## config.mk

```make
export PLATFORM = sky130hd
export DESIGN_NAME = cbte_ctrl
export DESIGN_NICKNAME = d
export VERILOG_FILES = /design/src/cbte_pkg.sv /design/src/cbte_ctrl.sv
export SDC_FILE = /design/constraint.sdc
export NUM_CORES = 1
export LEC_CHECK = 0
export ABC_CLOCK_PERIOD_IN_PS = 1600
export BUFFER_PORTS_ARGS = -buffer_cell sky130_fd_sc_hd__buf_4
export CORE_MARGIN = 2
export CORE_UTILIZATION = 50
export CTS_CLUSTER_DIAMETER = 50
export DETAILED_ROUTE_END_ITERATION = 6
export PLACE_DENSITY = 0.75
export SYNTH_ARGS = -nofsm -noshare
export SYNTH_HDL_FRONTEND = slang
export SYNTH_SLANG_ARGS = --single-unit
export TNS_END_PERCENT = 1
```

## constraint.sdc

```tcl
create_clock -name clock -period 1.6 [get_ports clock]
set_input_delay 0.16 -clock clock [delete_from_list [all_inputs] [get_ports clock]]
set_output_delay 0.16 -clock clock [all_outputs]
set_load 0.01 [all_outputs]
```

## src/cbte_pkg.sv

```systemverilog
`timescale 1ns / 1ps
// ----------------------------------------------------------------------------
// cbte_pkg
// Shared types and constants of the cubic B-spline trajectory evaluator:
// transaction payloads, command codes, register indexes, controller states
// and the command/status bundles between controller and datapath.
// ----------------------------------------------------------------------------
package cbte_pkg;

   // Default depth of the control point store
   localparam int MAX_POINTS_DEF = 64;

   // Configuration port
   localparam int CSR_IW = 3;
   localparam int CSR_DW = 32;

   localparam logic [CSR_IW-1:0] CSR_KNOT_SPAN     = 3'd0;
   localparam logic [CSR_IW-1:0] CSR_INV_SPAN      = 3'd1;
   localparam logic [CSR_IW-1:0] CSR_INV_SPAN_SQ   = 3'd2;
   localparam logic [CSR_IW-1:0] CSR_DURATION      = 3'd3;
   localparam logic [CSR_IW-1:0] CSR_HOLD          = 3'd4;
   localparam logic [CSR_IW-1:0] CSR_USE_POINT_Z   = 3'd5;
   localparam logic [CSR_IW-1:0] CSR_DEFAULT_Z     = 3'd6;

   // Input commands
   localparam logic [1:0] CMD_CLEAR  = 2'd0;
   localparam logic [1:0] CMD_APPEND = 2'd1;
   localparam logic [1:0] CMD_EVAL   = 2'd2;

   // Weight classes (position, velocity, acceleration)
   localparam logic [1:0] CLS_POS = 2'd0;
   localparam logic [1:0] CLS_VEL = 2'd1;
   localparam logic [1:0] CLS_ACC = 2'd2;

   typedef struct packed {
      logic [1:0]         command;
      logic signed [31:0] point_x;
      logic signed [31:0] point_y;
      logic signed [31:0] point_z;
      logic signed [31:0] elapsed_time;
   } req_type;

   typedef struct packed {
      logic signed [31:0] pos_x;
      logic signed [31:0] pos_y;
      logic signed [31:0] pos_z;
      logic signed [31:0] vel_x;
      logic signed [31:0] vel_y;
      logic signed [31:0] vel_z;
      logic signed [31:0] acc_x;
      logic signed [31:0] acc_y;
      logic signed [31:0] acc_z;
   } rsp_type;

   // Controller states
   typedef enum logic [4:0] {
      ST_IDLE, ST_CDUR, ST_TIME, ST_TAU, ST_SEG, ST_U2, ST_U3, ST_WGT,
      ST_READ, ST_MAC, ST_DLOAD, ST_DSTEP, ST_PSTORE, ST_VSTORE, ST_ALOAD,
      ST_SCHI, ST_SCLO, ST_SRND, ST_ZERO, ST_OUT
   } state_type;

   // Datapath operations
   typedef enum logic [4:0] {
      OP_NONE, OP_ACCEPT, OP_CDUR, OP_TIME, OP_TAU, OP_SEG, OP_U2, OP_U3,
      OP_WGT, OP_READ, OP_MAC, OP_DLOAD, OP_DSTEP, OP_PSTORE, OP_VSTORE,
      OP_ALOAD, OP_SCHI, OP_SCLO, OP_SRND, OP_ZERO, OP_OUT
   } op_type;

   typedef struct packed {
      op_type     op;
      logic [1:0] axis;
      logic [1:0] cls;
      logic [1:0] pnt;
   } cmd_type;

   typedef struct packed {
      logic eval_ok;
      logic rates;
   } stat_type;

endpackage

```

## src/cbte_ctrl.sv

```systemverilog
`timescale 1ns / 1ps
// ----------------------------------------------------------------------------
// cbte_ctrl
// Sequencer of the evaluator: accepts transactions, steps the datapath
// through span search, basis, multiply-accumulate and scaling, and owns the
// result valid flag.
// ----------------------------------------------------------------------------
module cbte_ctrl
   import cbte_pkg::*;
(
   input  logic       clock,
   input  logic       reset,
   input  logic       req_valid,
   input  logic [1:0] req_command,
   output logic       req_stall,
   output logic       rsp_valid,
   input  logic       rsp_stall,
   input  stat_type   status,
   output cmd_type    cmd
);

   state_type  state_ff, state_in;
   logic [1:0] axis_ff, axis_in;
   logic [1:0] cls_ff, cls_in;
   logic [1:0] pnt_ff, pnt_in;
   logic [2:0] step_ff, step_in;
   logic       rsp_valid_ff, rsp_valid_in;

   // State and counters
   always_ff @(posedge clock) begin
      if (reset) begin
         state_ff     <= ST_IDLE;
         axis_ff      <= '0;
         cls_ff       <= '0;
         pnt_ff       <= '0;
         step_ff      <= '0;
         rsp_valid_ff <= 1'b0;
      end else begin
         state_ff     <= state_in;
         axis_ff      <= axis_in;
         cls_ff       <= cls_in;
         pnt_ff       <= pnt_in;
         step_ff      <= step_in;
         rsp_valid_ff <= rsp_valid_in;
      end
   end

   assign req_stall = (state_ff != ST_IDLE);
   assign rsp_valid = rsp_valid_ff;

   // Next state and datapath command
   always_comb begin
      state_in     = state_ff;
      axis_in      = axis_ff;
      cls_in       = cls_ff;
      pnt_in       = pnt_ff;
      step_in      = step_ff;
      rsp_valid_in = rsp_valid_ff && rsp_stall;
      cmd.op       = OP_NONE;
      cmd.axis     = axis_ff;
      cmd.cls      = cls_ff;
      cmd.pnt      = pnt_ff;
      unique case (state_ff)
         ST_IDLE: begin
            if (req_valid) begin
               cmd.op = OP_ACCEPT;
               if (req_command == CMD_EVAL && status.eval_ok) state_in = ST_CDUR;
            end
         end
         ST_CDUR: begin
            cmd.op   = OP_CDUR;
            state_in = ST_TIME;
         end
         ST_TIME: begin
            cmd.op   = OP_TIME;
            state_in = ST_TAU;
         end
         ST_TAU: begin
            cmd.op   = OP_TAU;
            state_in = ST_SEG;
         end
         ST_SEG: begin
            cmd.op   = OP_SEG;
            state_in = ST_U2;
         end
         ST_U2: begin
            cmd.op   = OP_U2;
            state_in = ST_U3;
         end
         ST_U3: begin
            cmd.op   = OP_U3;
            state_in = ST_WGT;
         end
         ST_WGT: begin
            cmd.op   = OP_WGT;
            pnt_in   = '0;
            state_in = ST_READ;
         end
         ST_READ: begin
            cmd.op   = OP_READ;
            axis_in  = '0;
            cls_in   = CLS_POS;
            state_in = ST_MAC;
         end
         // nine products per control point: axis by weight class
         ST_MAC: begin
            cmd.op = OP_MAC;
            if (cls_ff == CLS_ACC) begin
               cls_in = CLS_POS;
               if (axis_ff == 2'd2) begin
                  axis_in = '0;
                  if (pnt_ff == 2'd3) begin
                     state_in = ST_DLOAD;
                  end else begin
                     pnt_in   = pnt_ff + 2'd1;
                     state_in = ST_READ;
                  end
               end else begin
                  axis_in = axis_ff + 2'd1;
               end
            end else begin
               cls_in = cls_ff + 2'd1;
            end
         end
         ST_DLOAD: begin
            cmd.op   = OP_DLOAD;
            step_in  = '0;
            state_in = ST_DSTEP;
         end
         ST_DSTEP: begin
            cmd.op = OP_DSTEP;
            if (step_ff == 3'd4) begin
               state_in = (cls_ff == CLS_POS) ? ST_PSTORE : ST_VSTORE;
            end else begin
               step_in = step_ff + 3'd1;
            end
         end
         ST_PSTORE: begin
            cmd.op = OP_PSTORE;
            if (status.rates) begin
               cls_in   = CLS_VEL;
               state_in = ST_DLOAD;
            end else begin
               state_in = ST_ZERO;
            end
         end
         ST_VSTORE: begin
            cmd.op   = OP_VSTORE;
            state_in = ST_SCHI;
         end
         ST_ALOAD: begin
            cmd.op   = OP_ALOAD;
            state_in = ST_SCHI;
         end
         ST_SCHI: begin
            cmd.op   = OP_SCHI;
            state_in = ST_SCLO;
         end
         ST_SCLO: begin
            cmd.op   = OP_SCLO;
            state_in = ST_SRND;
         end
         ST_SRND: begin
            cmd.op = OP_SRND;
            if (cls_ff == CLS_VEL) begin
               cls_in   = CLS_ACC;
               state_in = ST_ALOAD;
            end else if (axis_ff == 2'd2) begin
               state_in = ST_OUT;
            end else begin
               axis_in  = axis_ff + 2'd1;
               cls_in   = CLS_POS;
               state_in = ST_DLOAD;
            end
         end
         ST_ZERO: begin
            cmd.op = OP_ZERO;
            if (axis_ff == 2'd2) begin
               state_in = ST_OUT;
            end else begin
               axis_in  = axis_ff + 2'd1;
               cls_in   = CLS_POS;
               state_in = ST_DLOAD;
            end
         end
         ST_OUT: begin
            if (!rsp_valid_ff || !rsp_stall) begin
               cmd.op       = OP_OUT;
               rsp_valid_in = 1'b1;
               state_in     = ST_IDLE;
            end
         end
         default: state_in = ST_IDLE;
      endcase
   end

endmodule

```

==> results.toml, run 1 <==
[cells_and_area]
fin_nets = 226
final-seq-area_sq_um = 319
area_growth_pct = 42.3
layout_common_cells = "buf_4 (41), nor2_1 (14), a21oi_1 (13)"
drive_above_1_share_pct = 41.7
final_common_cell = "buf_4"
design_area_sq_um = 1830
n_antenna_cell = 0
fillers = 179
multi_input_area_sq_um = 975

[yosys]
ys_top_cells_by_area = "dfxtp_1 (23%), a21oi_1 (5.8%), ha_1 (5.8%)"
ys_ff_latch = 15
synthFlopType = "dfxtp_1"
synth_edf_count = 0
synthesis.nets = 185
netlist_instances = 171
yosysTopAreaCell = "dfxtp_1"
yosysSeqAreaShare_pct = 23.3
yosysUniqueCellTypes = 50
async_reset_ff_share_pct = 0
ys_warn_count = 0
synth.top_cell.area_share_pct = 23.3
postSynthAreaPerCell_sq_um = 7.54
syn-cell-area_sq_um = 1290

[placement]
io_buffers = 20
gp_congestion = 0.931
dp_slack_ns = -0.0684
place_hpwl_um = 2830
dpl_cell_area_sq_um = 1630

[run]
cap_viol_max_count = 0

[timing]
tns_ns = -0.0513
period_share_pct = 103
hold_viol_final = 0
slew_headroom_pct = 72.9
drv_slew = 0
worst_pin_slew_ns = 0.401
setup_viol = 3
holdWs_ns = 0.151
max_freq_mhz = 607
rsz0062_at_grt = "yes"
fin_skew_ns = 0.00273
period_needed_ns = 1.65
fin_ws_ns = -0.0471

[setup_path]
cp_num_buf_inv = 0
cp_slowest_cell = "or3_4"
path_cells = "nor4b_4 > nand2_2 > or3_4 > or2_1 > a21oi_2"
path_delay_family = "simple AND/OR/NAND/NOR gates"
arrival_ns = 1.88
rr_startpoint = "state_ff[2]$_SDFFE_PP0P_"
crit_path_max_fanout = 5
worstPathRequired_ns = 1.83
reg2reg_slack_ns = -0.05
critPathMaxStageDelay_ns = 0.39
setup.worst_path.class = "register to register"
rr_endpoint = "pnt_ff[0]$_SDFFE_PP0P_"
ff2ff_path_depth = 5
cp-end-kind = "register"
start_kind = "register"

[global_routing]
overflow = 0
grt_pass1_vias = 1215
grt_max_degree = 18
grt_pass1_wl_um = 5750
antenna_found_initial = 0
grtUsageTotal_pct = 27.4

[floorplan]
dieWidth_um = 54.8
dieHeight_um = 54.8
rows = 18
pin_count = 21
dieArea_sq_um = 3000
core_area_sq_um = 2450
initial_core_util_pct = 52.5

[hold_path]
holdPathEnd = "pnt_ff[0]$_SDFFE_PP0P_"
holdPathStages = 2
hold_path_class = "primary input to register"
hold_start = "reset"

[pwr]
leakage_uw = 0.000714
power.share.combinational_pct = 38.8
switchingPower_uw = 342
power_density_nw_per_um2 = 558
p_seq_share_pct = 38.9
clockPowerShare_pct = 22.3
ir_drop_mv = 0.793
p_int_uw = 682
p_sw_share_pct = 33.4

[clock_tree]
cts_sinks = 15
clk_pin_slew_ns = 0.10
clk_latency_ns = 0.29
cts_hold_buf = 0
cts_buffer_depth = 2
cts-htree-levels = 1
root_buffer = "clkbuf_4"
tritoncts = "yes"
numCtsBuffers = 3

[run_status]
outcome = "finished with violations"
violations = "negative setup slack"

[route]
via_per_inst = 6.25
dr.pass1.iters = 4
wl_per_cell_um = 16.9
drc = 0
drt_iter0_drc = 55
routed_wl_um = 4080
vias = 1507
ant_nets = 0
-- power groups by stage --
| stage | sequential [uW] | clock [uW] | combinational (uW) |
|---|---|---|---|
| 2_1_floorplan | 395 | 0 | 176 |
| 6_report | 398 | 228 | 398 |
| 3_5_place_dp | 403 | 0 | 323 |
| 3_3_place_gp | 402 | 0 | 319 |
| 4_1_cts | 397 | 230 | 360 |
| 5_1_grt | 399 | 246 | 422 |
-- synthesized netlist by cell type, types with 4 or more instances --
cell type  number
a21oi_1        15
dfxtp_1        15
nor2_1         15
nand2_1        10
buf_2           8
o21ai_0         8
nor3_1          7
ha_1            6
inv_1           6
nor2b_1         6
clkbuf_1        5
nand3_1         5
o31ai_1         5
a211oi_1        4
xnor2_1         4
-- flip-flops by register name (all words and copies together), names as in the netlist --
| name | count |
|---|---|
| state_ff | 5 |
| step_ff | 3 |
| axis_ff | 2 |
| cls_ff | 2 |
| pnt_ff | 2 |
| rsp_valid | 1 |
-- cells by family after synthesis --
| kind of cell | count (synthesis) | synth area share, % |
|---|---|---|
| XOR/XNOR | 5 | 3.40 |
| flip-flops | 15 | 23.3 |
| AND/OR/NAND/NOR | 72 | 33.0 |
| adder cells (fa/ha/maj) | 6 | 5.83 |
| buffers and inverters | 21 | 7.48 |
| AO/OA/AOI/OAI | 51 | 26.2 |
| multiplexers | 1 | 0.777 |
-- cell type report --
type | count | area share, %
Tap cell | 30 | 2.05
Multi-Input combinational cell | 135 | 53.1
Clock inverter | 1 | 0.273
Inverter | 6 | 1.43
Timing Repair Buffer | 51 | 24.5
Clock buffer | 3 | 1.23
Sequential cell | 15 | 17.4
-- per-layer routing --
| metal | part of all wire [%] | vias to the layer above | wire length [um] | track usage [%] |
|---|---|---|---|---|
| met5 | 0 | - | 0 | 0 |
| met4 | 2.4 | 0 | 96 | 9.17 |
| met3 | 6.1 | 17 | 250 | 3.28 |
| met2 | 50 | 69 | 2040 | 46.4 |
| met1 | 42 | 708 | 1700 | 35.6 |
| li1 | - | 713 | - | - |
-- worst reg2reg max path, delay by kind of cell, from the launching register on --
| kind | cells | cell delay, ns |
|---|---|---|
| AO/OA/AOI/OAI | 1 | 0.12 |
| AND/OR/NAND/NOR | 4 | 1.09 |
| flip-flops | 1 | 0.38 |
-- metrics by stage --
step | total power (uW) | cells | utilization [%]
2_1_floorplan | 571 | 171 | -
3_3_place_gp | 722 | 234 | 66.2
3_5_place_dp | 725 | 234 | 66.2
4_1_cts | 988 | 239 | 71.4
5_1_grt | 1070 | 241 | 74.7
6_report | 1020 | 241 | 74.7
-- worst max-delay path by stage --
stage,from,endpoint,cells after the start
finish,state_ff[2]$_SDFFE_PP0P_,pnt_ff[0]$_SDFFE_PP0P_,5
global route,axis_ff[0]$_SDFFE_PP0P_,state_ff[0]$_SDFFE_PP0P_,8
CTS,state_ff[2]$_SDFFE_PP0P_,cmd[6],5
detailed placement,state_ff[3]$_SDFFE_PP0P_,pnt_ff[0]$_SDFFE_PP0P_,5
global placement,state_ff[4]$_SDFFE_PP0P_,state_ff[0]$_SDFFE_PP0P_,6
floorplan,state_ff[4]$_SDFFE_PP0P_,axis_ff[0]$_SDFFE_PP0P_,7
-- what timing repair did --
item | CTS | global route
buffers inserted | 1 | 2
pin swaps | 3 | 4
resized for setup | 29 | 23
endpoints found under the setup margin | 11 | 11
Note: power is estimated with default switching activity, not from simulation.
==> run 2: changes to the inputs <==
==> constraint.sdc (replaced) <==
create_clock -name clock -period 1.6 [get_ports clock]
set_input_delay 0.08 -clock clock [delete_from_list [all_inputs] [get_ports clock]]
set_output_delay 0.08 -clock clock [all_outputs]
set_load 0.01 [all_outputs]
==> results.toml, run 2 (same netlist as run 1, synthesis figures left out) <==
[run_status]
outcome = "finished with violations"
violations = "negative setup slack"

[route]
ant_nets = 0
wl_per_cell_um = 16.2
vias = 1503
drc = 0
routed_wl_um = 3890
drt_iter0_drc = 76
dr.pass1.iters = 4
via_per_inst = 6.24

[timing]
period_needed_ns = 1.72
hold_viol_final = 0
slew_headroom_pct = 70.1
worst_pin_slew_ns = 0.445
rsz0062_at_grt = "yes"
period_share_pct = 107
drv_slew = 0
tns_ns = -0.665
fin_ws_ns = -0.119
max_freq_mhz = 582
setup_viol = 12
fin_skew_ns = 0.00377

[setup_path]
ff2ff_path_depth = 6
arrival_ns = 1.94
rr_endpoint = "axis_ff[0]$_SDFFE_PP0P_"
worstPathRequired_ns = 1.83
cp-end-kind = "register"
setup.worst_path.class = "register to register"
crit_path_max_fanout = 3
reg2reg_slack_ns = -0.12
start_kind = "register"
rr_startpoint = "state_ff[2]$_SDFFE_PP0P_"

[clock_tree]
cts_sinks = 15
numCtsBuffers = 3
cts_buffer_depth = 2
cts_hold_buf = 0
cts-htree-levels = 1
root_buffer = "clkbuf_4"
clk_latency_ns = 0.31
clk_pin_slew_ns = 0.10
tritoncts = "yes"

[cells_and_area]
final-seq-area_sq_um = 313
final_common_cell = "buf_4"
area_growth_pct = 38.8
top_register = "state_ff"
largest_reg_flops = 5
fin_nets = 226
design_area_sq_um = 1790
reg_top3 = "state_ff: 5 flops, step_ff: 3 flops"
n_antenna_cell = 0
fillers = 178
drive_above_1_share_pct = 36.0
multi_input_area_sq_um = 957
layout_common_cells = "buf_4 (45), nor2_1 (14), a21oi_1 (14)"

[hold_path]
hold_path_class = "primary input to register"
holdPathStages = 2
holdPathEnd = "pnt_ff[0]$_SDFFE_PP0P_"
hold_start = "reset"

[run]
cap_viol_max_count = 0

[pwr]
power_density_nw_per_um2 = 570
ir_drop_mv = 0.701
leakage_uw = 0.000707

[placement]
io_buffers = 20
place_hpwl_um = 2680
dpl_cell_area_sq_um = 1630
gp_congestion = 0.907

[global_routing]
grtUsageTotal_pct = 28.9
antenna_found_initial = 0
grt_max_degree = 20
grt_pass1_vias = 1345
overflow = 0
grt_pass1_wl_um = 6170

[floorplan]
initial_core_util_pct = 52.5
dieWidth_um = 54.8
rows = 18
dieArea_sq_um = 3000
dieHeight_um = 54.8
pin_count = 21
core_area_sq_um = 2450
## run 2: cell types whose count changed in the layout (fill, tap and decap cells not counted), sizes merged
cell      previous run  this run
clkinvlp             1         0
inv                  5         6
## run 2: timing repair
action                     CTS  global route
setup endpoints to repair   11            14
hold endpoints to repair     0             0
buffers inserted             2             2
gates resized for setup     28             5
pin swaps                    8             6
## run 2: area by class of cell
cell class | count | area share (%)
multi-input combinational | 135 | 53.5
clock buffer | 3 | 1.26
tap | 30 | 2.10
clock inverter | 1 | 0.280
sequential | 15 | 17.5
timing repair buffer | 51 | 24.1
inverter | 6 | 1.26
## run 2: worst max-delay path by stage
stage	from	to	slack, ns
after floorplan	state_ff[4]$_SDFFE_PP0P_	axis_ff[0]$_SDFFE_PP0P_	-0.01
after global placement	state_ff[4]$_SDFFE_PP0P_	state_ff[0]$_SDFFE_PP0P_	-0.02
after detailed placement	state_ff[3]$_SDFFE_PP0P_	axis_ff[0]$_SDFFE_PP0P_	-0.07
after CTS	state_ff[2]$_SDFFE_PP0P_	pnt_ff[0]$_SDFFE_PP0P_	-0.12
after global routing	state_ff[2]$_SDFFE_PP0P_	axis_ff[1]$_SDFFE_PP0P_	-0.22
final	state_ff[2]$_SDFFE_PP0P_	axis_ff[0]$_SDFFE_PP0P_	-0.12
## run 2: per-stage QoR
stage               cells  total power, uW  hold slack, ns  worst slack (ns)  utilization [%]
floorplan             171              571           0.251           -0.0128                -
global placement      234              714           0.376           -0.0165             66.2
detailed placement    234              718           0.380           -0.0697             66.2
CTS                   239              992          0.0494            -0.119             71.4
global route          241             1060          0.0668            -0.224             72.9
finish                241             1020          0.0629            -0.119             72.9
## run 2: power breakdown
part	leakage [uW]	switching (uW)	total, uW	internal (uW)
sequential	0.000124	15.4	397	382
combinational	0.000566	186	383	197
clock	0.0000177	145	239	93.6
## run 2: routing by layer
metal,routed length [um],vias to the layer above,GRT usage (%)
met1,1690,709,37.5
met5,0,-,0
met3,280,4,4.10
li1,-,711,-
met4,50,0,10.4
met2,1880,79,48.0
## run 2: critical path, stage by stage (launching register included)
cell     delay (ns)
dfxtp_4        0.37
buf_6          0.12
nor4b_4        0.34
a21o_1         0.17
o21ai_2        0.08
or4_1          0.48
o31ai_1        0.08
